`src/design/acsc8_pkg.sv`:
```
// Shared types, constants and helpers for the access code sync / CRC-8 header deframer.
// No dependencies; imported by the interfaces, the correlator and the top level.
`timescale 1ns / 1ps

package acsc8_pkg;

    localparam int SYNC_W       = 64;
    localparam int LEN_W        = 7;
    localparam int CFG_IDX_W    = 2;
    localparam int BYTE_W       = 8;
    localparam int HDR_BITS     = 8 * 3;
    localparam int HDR_CNT_W    = 5;
    localparam int CRC_DATA_BITS = 2 * BYTE_W;

    localparam logic [BYTE_W-1:0] CRC_POLY = 8'h07;
    localparam logic [BYTE_W-1:0] CRC_INIT = 8'hFF;

    localparam logic [LEN_W-1:0] SYNC_LEN_RST = 7'd32;

    // register indexes on the config port
    localparam logic [CFG_IDX_W-1:0] REG_SYNC_PATTERN   = 2'd0;
    localparam logic [CFG_IDX_W-1:0] REG_SYNC_LENGTH    = 2'd1;
    localparam logic [CFG_IDX_W-1:0] REG_MISMATCH_LIMIT = 2'd2;

    typedef logic [SYNC_W-1:0]    t_sync;
    typedef logic [LEN_W-1:0]     t_len;
    typedef logic [BYTE_W-1:0]    t_byte;
    typedef logic [HDR_CNT_W-1:0] t_hdr_cnt;
    typedef logic [HDR_BITS-1:0]  t_hdr;

    // compare mask for a given access code length; saturates at 64
    function automatic t_sync len_mask(input t_len len);
        t_sync m;
        if (len >= t_len'(SYNC_W)) begin
            m = '1;
        end else begin
            m = (t_sync'(1) << len) - t_sync'(1);
        end
        return m;
    endfunction

    // one MSB-first step of the CRC-8 shift register
    function automatic t_byte crc8_bit(input t_byte crc, input logic din);
        logic fb;
        fb = crc[BYTE_W-1] ^ din;
        return {crc[BYTE_W-2:0], 1'b0} ^ (fb ? CRC_POLY : t_byte'(0));
    endfunction

endpackage

```
`src/design/acsc8_if.sv`:
```
// Handshake interfaces for the deframer: bit input, header output, config writes.
// Depends on acsc8_pkg.
`timescale 1ns / 1ps

interface acsc8_in_if
    import acsc8_pkg::*;
();
    logic valid;
    logic ready;
    logic rx_bit;

    modport source (output valid, output rx_bit, input ready);
    modport sink   (input valid, input rx_bit, output ready);
endinterface

interface acsc8_out_if
    import acsc8_pkg::*;
();
    logic  valid;
    logic  ready;
    t_byte constellation_code;
    t_byte fec_code;
    logic  crc_good;

    modport source (output valid, output constellation_code, output fec_code,
                    output crc_good, input ready);
    modport sink   (input valid, input constellation_code, input fec_code,
                    input crc_good, output ready);
endinterface

interface acsc8_cfg_if
    import acsc8_pkg::*;
();
    logic                 valid;
    logic                 ready;
    logic [CFG_IDX_W-1:0] index;
    t_sync                data;

    modport source (output valid, output index, output data, input ready);
    modport sink   (input valid, input index, input data, output ready);
endinterface

```
`src/design/access_code_sync_crc8_deframer_top.sv`:
```
// Channel  | dir | payload                                   | accepted when
// i_rx     | in  | rx_bit                                    | valid && ready
// o_hdr    | out | constellation_code, fec_code, crc_good    | valid && ready
// i_cfg    | in  | index (2b), data (64b)                    | valid && ready
//
// One bit per cycle sustained while o_hdr is not stalled; a bit is held in the
// input register and resolved there (shift, 64-bit masked popcount, compare),
// and the header word is registered in the output register that drives o_hdr.
// Synchronous active-low reset: searching, sync register and header cleared,
// sync_length 32. Only the bit that completes a header waits on o_hdr.ready;
// other bits keep flowing while a header word is held.
// Depends on acsc8_pkg, acsc8_if, acsc8_corr.
`timescale 1ns / 1ps

module access_code_sync_crc8_deframer_top
    import acsc8_pkg::*;
(
    input  logic        i_clk,
    input  logic        i_rst_n,
    acsc8_in_if.sink    i_rx,
    acsc8_out_if.source o_hdr,
    acsc8_cfg_if.sink   i_cfg
);

    localparam t_hdr_cnt HDR_LAST = t_hdr_cnt'(HDR_BITS - 1);
    localparam t_hdr_cnt CRC_LAST = t_hdr_cnt'(CRC_DATA_BITS);

    // config
    t_sync r_pattern;
    t_sync r_mask;
    t_len  r_limit;

    // input register
    logic r_in_vld;
    logic r_in_bit;

    // deframer state
    t_sync    r_sync;
    logic     r_collect;
    t_hdr_cnt r_cnt;
    t_hdr     r_hdr;
    t_byte    r_crc;

    // output register
    logic  r_out_vld;
    t_byte r_out_const;
    t_byte r_out_fec;
    logic  r_out_good;

    t_sync    n_sync;
    t_hdr     n_hdr;
    t_byte    n_crc;
    logic     w_match;
    logic     w_emit;
    logic     w_out_free;
    logic     w_fire;

    assign i_cfg.ready = 1'b1;

    always_ff @(posedge i_clk) begin
        if (!i_rst_n) begin
            r_pattern <= '0;
            r_mask    <= len_mask(SYNC_LEN_RST);
            r_limit   <= '0;
        end else if (i_cfg.valid) begin
            unique case (i_cfg.index)
                REG_SYNC_PATTERN:   r_pattern <= i_cfg.data;
                REG_SYNC_LENGTH:    r_mask    <= len_mask(i_cfg.data[LEN_W-1:0]);
                REG_MISMATCH_LIMIT: r_limit   <= i_cfg.data[LEN_W-1:0];
                default: ;
            endcase
        end
    end

    assign n_sync = {r_sync[SYNC_W-2:0], r_in_bit};
    assign n_hdr  = {r_hdr[HDR_BITS-2:0], r_in_bit};
    assign n_crc  = crc8_bit(r_crc, r_in_bit);

    acsc8_corr u_corr (
        .i_shift   (n_sync),
        .i_pattern (r_pattern),
        .i_mask    (r_mask),
        .i_limit   (r_limit),
        .o_match   (w_match)
    );

    assign w_emit     = r_collect && (r_cnt == HDR_LAST);
    assign w_out_free = !r_out_vld || o_hdr.ready;
    assign w_fire     = r_in_vld && (!w_emit || w_out_free);
    assign i_rx.ready = !r_in_vld || w_fire;

    always_ff @(posedge i_clk) begin
        if (!i_rst_n) begin
            r_in_vld <= 1'b0;
        end else if (i_rx.ready) begin
            r_in_vld <= i_rx.valid;
        end
    end

    always_ff @(posedge i_clk) begin
        if (i_rx.ready) begin
            r_in_bit <= i_rx.rx_bit;
        end
    end

    always_ff @(posedge i_clk) begin
        if (!i_rst_n) begin
            r_sync    <= '0;
            r_collect <= 1'b0;
            r_cnt     <= '0;
            r_hdr     <= '0;
            r_crc     <= CRC_INIT;
        end else if (w_fire) begin
            if (!r_collect) begin
                r_sync <= n_sync;
                if (w_match) begin
                    r_collect <= 1'b1;
                    r_cnt     <= '0;
                    r_hdr     <= '0;
                    r_crc     <= CRC_INIT;
                end
            end else if (w_emit) begin
                r_collect <= 1'b0;
                r_cnt     <= '0;
                r_hdr     <= '0;
            end else begin
                r_cnt <= r_cnt + t_hdr_cnt'(1);
                r_hdr <= n_hdr;
                // CRC runs over the two data bytes only
                if (r_cnt < CRC_LAST) begin
                    r_crc <= n_crc;
                end
            end
        end
    end

    always_ff @(posedge i_clk) begin
        if (!i_rst_n) begin
            r_out_vld <= 1'b0;
        end else if (w_fire && w_emit) begin
            r_out_vld <= 1'b1;
        end else if (o_hdr.ready) begin
            r_out_vld <= 1'b0;
        end
    end

    always_ff @(posedge i_clk) begin
        if (w_fire && w_emit) begin
            r_out_const <= n_hdr[HDR_BITS-1 -: BYTE_W];
            r_out_fec   <= n_hdr[HDR_BITS-BYTE_W-1 -: BYTE_W];
            r_out_good  <= (n_hdr[BYTE_W-1:0] == r_crc);
        end
    end

    assign o_hdr.valid              = r_out_vld;
    assign o_hdr.constellation_code = r_out_const;
    assign o_hdr.fec_code           = r_out_fec;
    assign o_hdr.crc_good           = r_out_good;

    // counter idles at zero while searching
    a_cnt_idle: assert property (@(posedge i_clk) disable iff (!i_rst_n)
        !r_collect |-> (r_cnt == '0))
        else $error("header count nonzero while searching");

    // sync register frozen through collection
    a_sync_frozen: assert property (@(posedge i_clk) disable iff (!i_rst_n)
        r_collect |=> $stable(r_sync))
        else $error("sync register moved during collection");

    // completing a header loads a word and returns to search
    a_emit: assert property (@(posedge i_clk) disable iff (!i_rst_n)
        (w_fire && w_emit) |=> (r_out_vld && !r_collect))
        else $error("header completion did not produce a word");

    // a held word is never overwritten
    a_no_overrun: assert property (@(posedge i_clk) disable iff (!i_rst_n)
        (r_out_vld && !o_hdr.ready) |-> !(w_fire && w_emit))
        else $error("output word overwritten while stalled");

    // input stalls only with a bit pending
    a_ready: assert property (@(posedge i_clk) disable iff (!i_rst_n)
        !i_rx.ready |-> (r_in_vld && w_emit && !w_out_free))
        else $error("input stalled without cause");

endmodule

```
`src/design/acsc8_corr.sv`:
```
// Access code correlator: masked mismatch count against the pattern, compared to the limit.
// Depends on acsc8_pkg.
`timescale 1ns / 1ps

module acsc8_corr
    import acsc8_pkg::*;
(
    input  t_sync i_shift,
    input  t_sync i_pattern,
    input  t_sync i_mask,
    input  t_len  i_limit,
    output logic  o_match
);

    t_sync w_diff;
    t_len  w_errs;

    assign w_diff  = (i_shift ^ i_pattern) & i_mask;
    assign w_errs  = t_len'($countones(w_diff));
    assign o_match = (w_errs <= i_limit);

endmodule
```
`src/flat_wrapper.sv`:
```
// flat-port wrapper written by rule: the top's interface ports become plain ports
module access_code_sync_crc8_deframer_top_flat import acsc8_pkg::*;
  (i_clk, i_rst_n, i_rx_valid, i_rx_rx_bit, i_rx_ready, o_hdr_valid, o_hdr_constellation_code, o_hdr_fec_code, o_hdr_crc_good, o_hdr_ready, i_cfg_valid, i_cfg_index, i_cfg_data, i_cfg_ready);
  acsc8_in_if i_rx_i ();
  acsc8_out_if o_hdr_i ();
  acsc8_cfg_if i_cfg_i ();
  input  logic i_clk;
  input  logic i_rst_n;
  input wire logic [$bits(i_rx_i.valid)-1:0] i_rx_valid;
  input wire logic [$bits(i_rx_i.rx_bit)-1:0] i_rx_rx_bit;
  output wire logic [$bits(i_rx_i.ready)-1:0] i_rx_ready;
  output wire logic [$bits(o_hdr_i.valid)-1:0] o_hdr_valid;
  output wire logic [$bits(o_hdr_i.constellation_code)-1:0] o_hdr_constellation_code;
  output wire logic [$bits(o_hdr_i.fec_code)-1:0] o_hdr_fec_code;
  output wire logic [$bits(o_hdr_i.crc_good)-1:0] o_hdr_crc_good;
  input wire logic [$bits(o_hdr_i.ready)-1:0] o_hdr_ready;
  input wire logic [$bits(i_cfg_i.valid)-1:0] i_cfg_valid;
  input wire logic [$bits(i_cfg_i.index)-1:0] i_cfg_index;
  input wire logic [$bits(i_cfg_i.data)-1:0] i_cfg_data;
  output wire logic [$bits(i_cfg_i.ready)-1:0] i_cfg_ready;
  assign i_rx_i.valid = i_rx_valid;
  assign i_rx_i.rx_bit = i_rx_rx_bit;
  assign i_rx_ready = i_rx_i.ready;
  assign o_hdr_valid = o_hdr_i.valid;
  assign o_hdr_constellation_code = o_hdr_i.constellation_code;
  assign o_hdr_fec_code = o_hdr_i.fec_code;
  assign o_hdr_crc_good = o_hdr_i.crc_good;
  assign o_hdr_i.ready = o_hdr_ready;
  assign i_cfg_i.valid = i_cfg_valid;
  assign i_cfg_i.index = i_cfg_index;
  assign i_cfg_i.data = i_cfg_data;
  assign i_cfg_ready = i_cfg_i.ready;
  access_code_sync_crc8_deframer_top u_core (.i_clk(i_clk), .i_rst_n(i_rst_n), .i_rx(i_rx_i), .o_hdr(o_hdr_i), .i_cfg(i_cfg_i));
endmodule
```
`config.mk`:
```
export PLATFORM = sky130hd
export DESIGN_NAME = access_code_sync_crc8_deframer_top_flat
export DESIGN_NICKNAME = d
export VERILOG_FILES = /design/src/design/acsc8_pkg.sv /design/src/design/acsc8_if.sv /design/src/design/access_code_sync_crc8_deframer_top.sv /design/src/design/acsc8_corr.sv /design/src/flat_wrapper.sv
export SDC_FILE = /design/constraint.sdc
export NUM_CORES = 1
export LEC_CHECK = 0
export ABC_CLOCK_PERIOD_IN_PS = 13800
export BUFFER_PORTS_ARGS = -buffer_cell sky130_fd_sc_hd__buf_2
export CORE_MARGIN = 5
export CORE_UTILIZATION = 40
export CTS_CLUSTER_DIAMETER = 120
export DETAILED_ROUTE_END_ITERATION = 10
export GPL_ROUTABILITY_DRIVEN = 0
export PLACE_DENSITY_LB_ADDON = 0.12
export SLEW_MARGIN = 10
export SYNTH_ARGS = -nofsm -noshare
export SYNTH_HDL_FRONTEND = slang
export SYNTH_SLANG_ARGS = --single-unit
export TNS_END_PERCENT = 50
```
`constraint.sdc`:
```
create_clock -name i_clk -period 13.8 [get_ports i_clk]
set_input_delay 4.14 -clock i_clk [delete_from_list [all_inputs] [get_ports i_clk]]
set_output_delay 4.14 -clock i_clk [all_outputs]
set_load 0.05 [all_outputs]
```
==> results.py <==
metrics = {
    "drt": {
        "firstDrtPassIters": 5,
        "vias": 10633,
        "postRouteAntennaNets": 0,
        "via_per_inst": 5.16,
        "wl_um": 34700,
        "route.met3.wl_um": 2010,
        "met1Wirelength_um": 16100,
        "top_layer": "met4",
        "route.detailed.wl_per_inst_um": 16.9,
        "dr_wl_met2_um": 15600,
        "drc": 0,
        "drtIter0Drc": 708,
    },
    "finish": {
        "syn2layout_area_growth_pct": 12.9,
        "final_core_util_pct": 45.5,
        "fill_cells": 3329,
        "drive_above_1_share_pct": 10.4,
        "nets": 1747,
        "n_antenna_cell": 0,
    },
    "clock_network": {
        "worstSkewPairLatency_ns": 0.55,
        "clock_sinks": 255,
        "root_buffer": "clkbuf_16",
        "cts-htree-levels": 1,
        "cts-hold-fix-buffers": 0,
        "cts.clk_slew.worst_paths_ns": 0.06,
        "cts.path.max_buffers": 3,
        "cts_buffers": 29,
        "cts_tree": "yes",
        "post_cts_buffers": 0,
        "cts_resized": 0,
    },
    "synth": {
        "yosysSeqAreaShare_pct": 40.6,
        "post_synth_most_frequent_cells": "355 x nand2_1, 237 x dfxtp_1, 202 x a21oi_1, 87 x clkbuf_1, 72 x inv_1",
        "synth.ff_latch_count": 255,
        "synth_top_area_share_pct": 36.4,
        "ys_types": 73,
        "synth.most_common_cell": "nand2_1",
        "async_flop_share_pct": 0,
        "syn_inst": 1572,
        "netlist_area_mm2": 0.0130,
        "yosysTopAreaCell": "dfxtp_1",
        "synth_area_leaders": "dfxtp_1 36%, nand2_1 10%, fa_1 8.3%, a21oi_1 7.8%, xor2_1 4.8%",
        "syn_nets": 1722,
        "synth.yosys.warnings": 0,
        "dominantRegCellSynth": "dfxtp_1",
        "avgSynthCellArea_um2": 8.29,
        "synth_edf_count": 18,
    },
    "critical_path": {
        "r2r_cells": 25,
        "crit_top_cell": "buf_2",
        "cp_slowest_cell": "or2_2",
        "cp-end-kind": "output pin",
        "startpoint": "o_hdr_ready",
        "critPathMaxFanout": 4,
        "worstPathCellList": "buf_2, nand2b_1, or2_2, buf_2",
        "r2r_start": "u_core.r_in_bit",
        "worstPathRequired_ns": 9.66,
        "critPathLaunchType": "input port",
        "crit_arrival_ns": 4.96,
        "crit_type": "input port to output pin",
        "critPathMaxStageDelay_ns": 0.33,
    },
    "worst_hold_path": {
        "hold_path.class": "flip-flop to flip-flop",
        "worstHoldStart": "u_core.r_mask[59]",
        "hold_depth": 2,
    },
    "global_route": {
        "antenna_found_initial": 0,
        "grt_overflow": 0,
        "grt_pass1_wl_um": 55300,
        "grt_usage_pct": 18.7,
        "grt_max_degree": 103,
        "grt_pass1_vias": 10101,
    },
    "floorplan": {
        "die-area_mm2": 0.0363,
        "coreArea_mm2": 0.0324,
        "die_x_um": 190,
        "start_util_pct": 40.3,
        "io_pins": 92,
        "die_y_um": 190,
        "num_rows": 66,
    },
    "timing": {
        "finalSetupTns_ns": 0,
        "period_needed_ns": 9.10,
        "slew_headroom_pct": 31.0,
        "rsz0062_at_grt": "no",
        "worst_pin_slew_ns": 1.03,
        "period_share_pct": 65.9,
        "max_freq_mhz": 110,
        "final-hold-violation-count": 0,
        "setup_violations": 0,
        "skew_ns": 0.0147,
        "maxSlewViolCount": 0,
        "holdWs_ns": 0.449,
    },
    "power_and_ir_drop": {
        "powerDensity_mw_per_mm2": 136,
        "power.leakage_nw": 5.93,
        "total_power_w": 0.00200,
        "worst_ir_drop_vdd_mv": 0.129,
    },
    "place": {
        "port_buffers": 90,
        "place_hpwl_um": 23800,
    },
    "status": {
        "outcome": "finished, final reports clean",
    },
    "flow_run": {
        "max-cap-violations": 0,
    },
}
where the power goes:
part / internal (W) / switching, W
logic: 0.000123 / 0.000288
registers: 0.000762 / 0.0000163
clock network: 0.000493 / 0.000314
total: 0.00138 / 0.000619
worst paths after layout:
path                                     endpoint  slack [ns]
worst max-delay path                   i_rx_ready        4.70
worst max register to register    u_core.r_crc[3]        5.21
worst min-delay path            u_core.r_mask[59]        0.45
worst min register to register  u_core.r_mask[59]        0.45
cells in the final DEF (no fill, tap or decap), types with 50 or more instances in the layout:
cell type,netlist,routed
dfxtp_1,237,237
nand3_1,50,50
fa_1,54,54
nand2_1,355,354
buf_2,12,90
a21oi_1,202,202
inv_1,72,72
nor2_1,64,64
xor2_1,71,71
o21ai_0,66,65
sequential cells by signal (all words and copies together) (netlist names):
name                             flops
u_core.r_pattern                    64
u_core.o_hdr.constellation_code      8
u_core.r_collect                     1
u_core.r_hdr                        23
u_core.o_hdr.valid                   1
u_core.o_hdr.crc_good                1
u_core.o_hdr.fec_code                8
u_core.r_sync                       63
u_core.r_crc                         8
u_core.r_limit                       7
u_core.r_in_bit                      1
u_core.r_in_vld                      1
u_core.r_mask                       64
u_core.r_cnt                         5
worst max-delay path, delay by kind of cell:
family	cells	cell delay (ns)
AND/OR/NAND/NOR	2	0.50
buffers and inverters	2	0.32
logic make-up after synthesis:
logic type / count (synthesis) / synth area share, %
compound gates: 359 / 16.3
xor+xnor: 98 / 6.59
fa+ha+maj: 78 / 10.6
buf+inv: 182 / 5.44
flops: 255 / 40.6
mux: 6 / 0.461
other cells: 1 / 0.0288
simple gates: 593 / 20.0
stage by stage:
stage	setup slack, ns	cell area, um^2	instances
floorplan	4.91	13000	1572
global placement	4.71	13700	2008
detailed placement	4.71	13700	2008
CTS	4.70	14700	2060
global route	4.62	14700	2060
finish	4.70	14700	2060
cell type report:
cell class              instances  area, um^2  share of cell area (%)
clock buffers                  36         782                    5.32
flip-flops and latches        255        5290                    35.9
clock inverters                16         214                    1.45
multi-input cells            1135        7050                    47.9
well taps                     442         553                    3.76
inverters                      73         279                    1.90
repair buffers                103         548                    3.72
per-layer routing:
layer  vias up  track usage, %
met4         0            5.22
met2       275            29.8
met1      5015            26.4
met3        72            3.09
met5         -               0
li1       5271               -
Power figures use the tool's default switching activity.
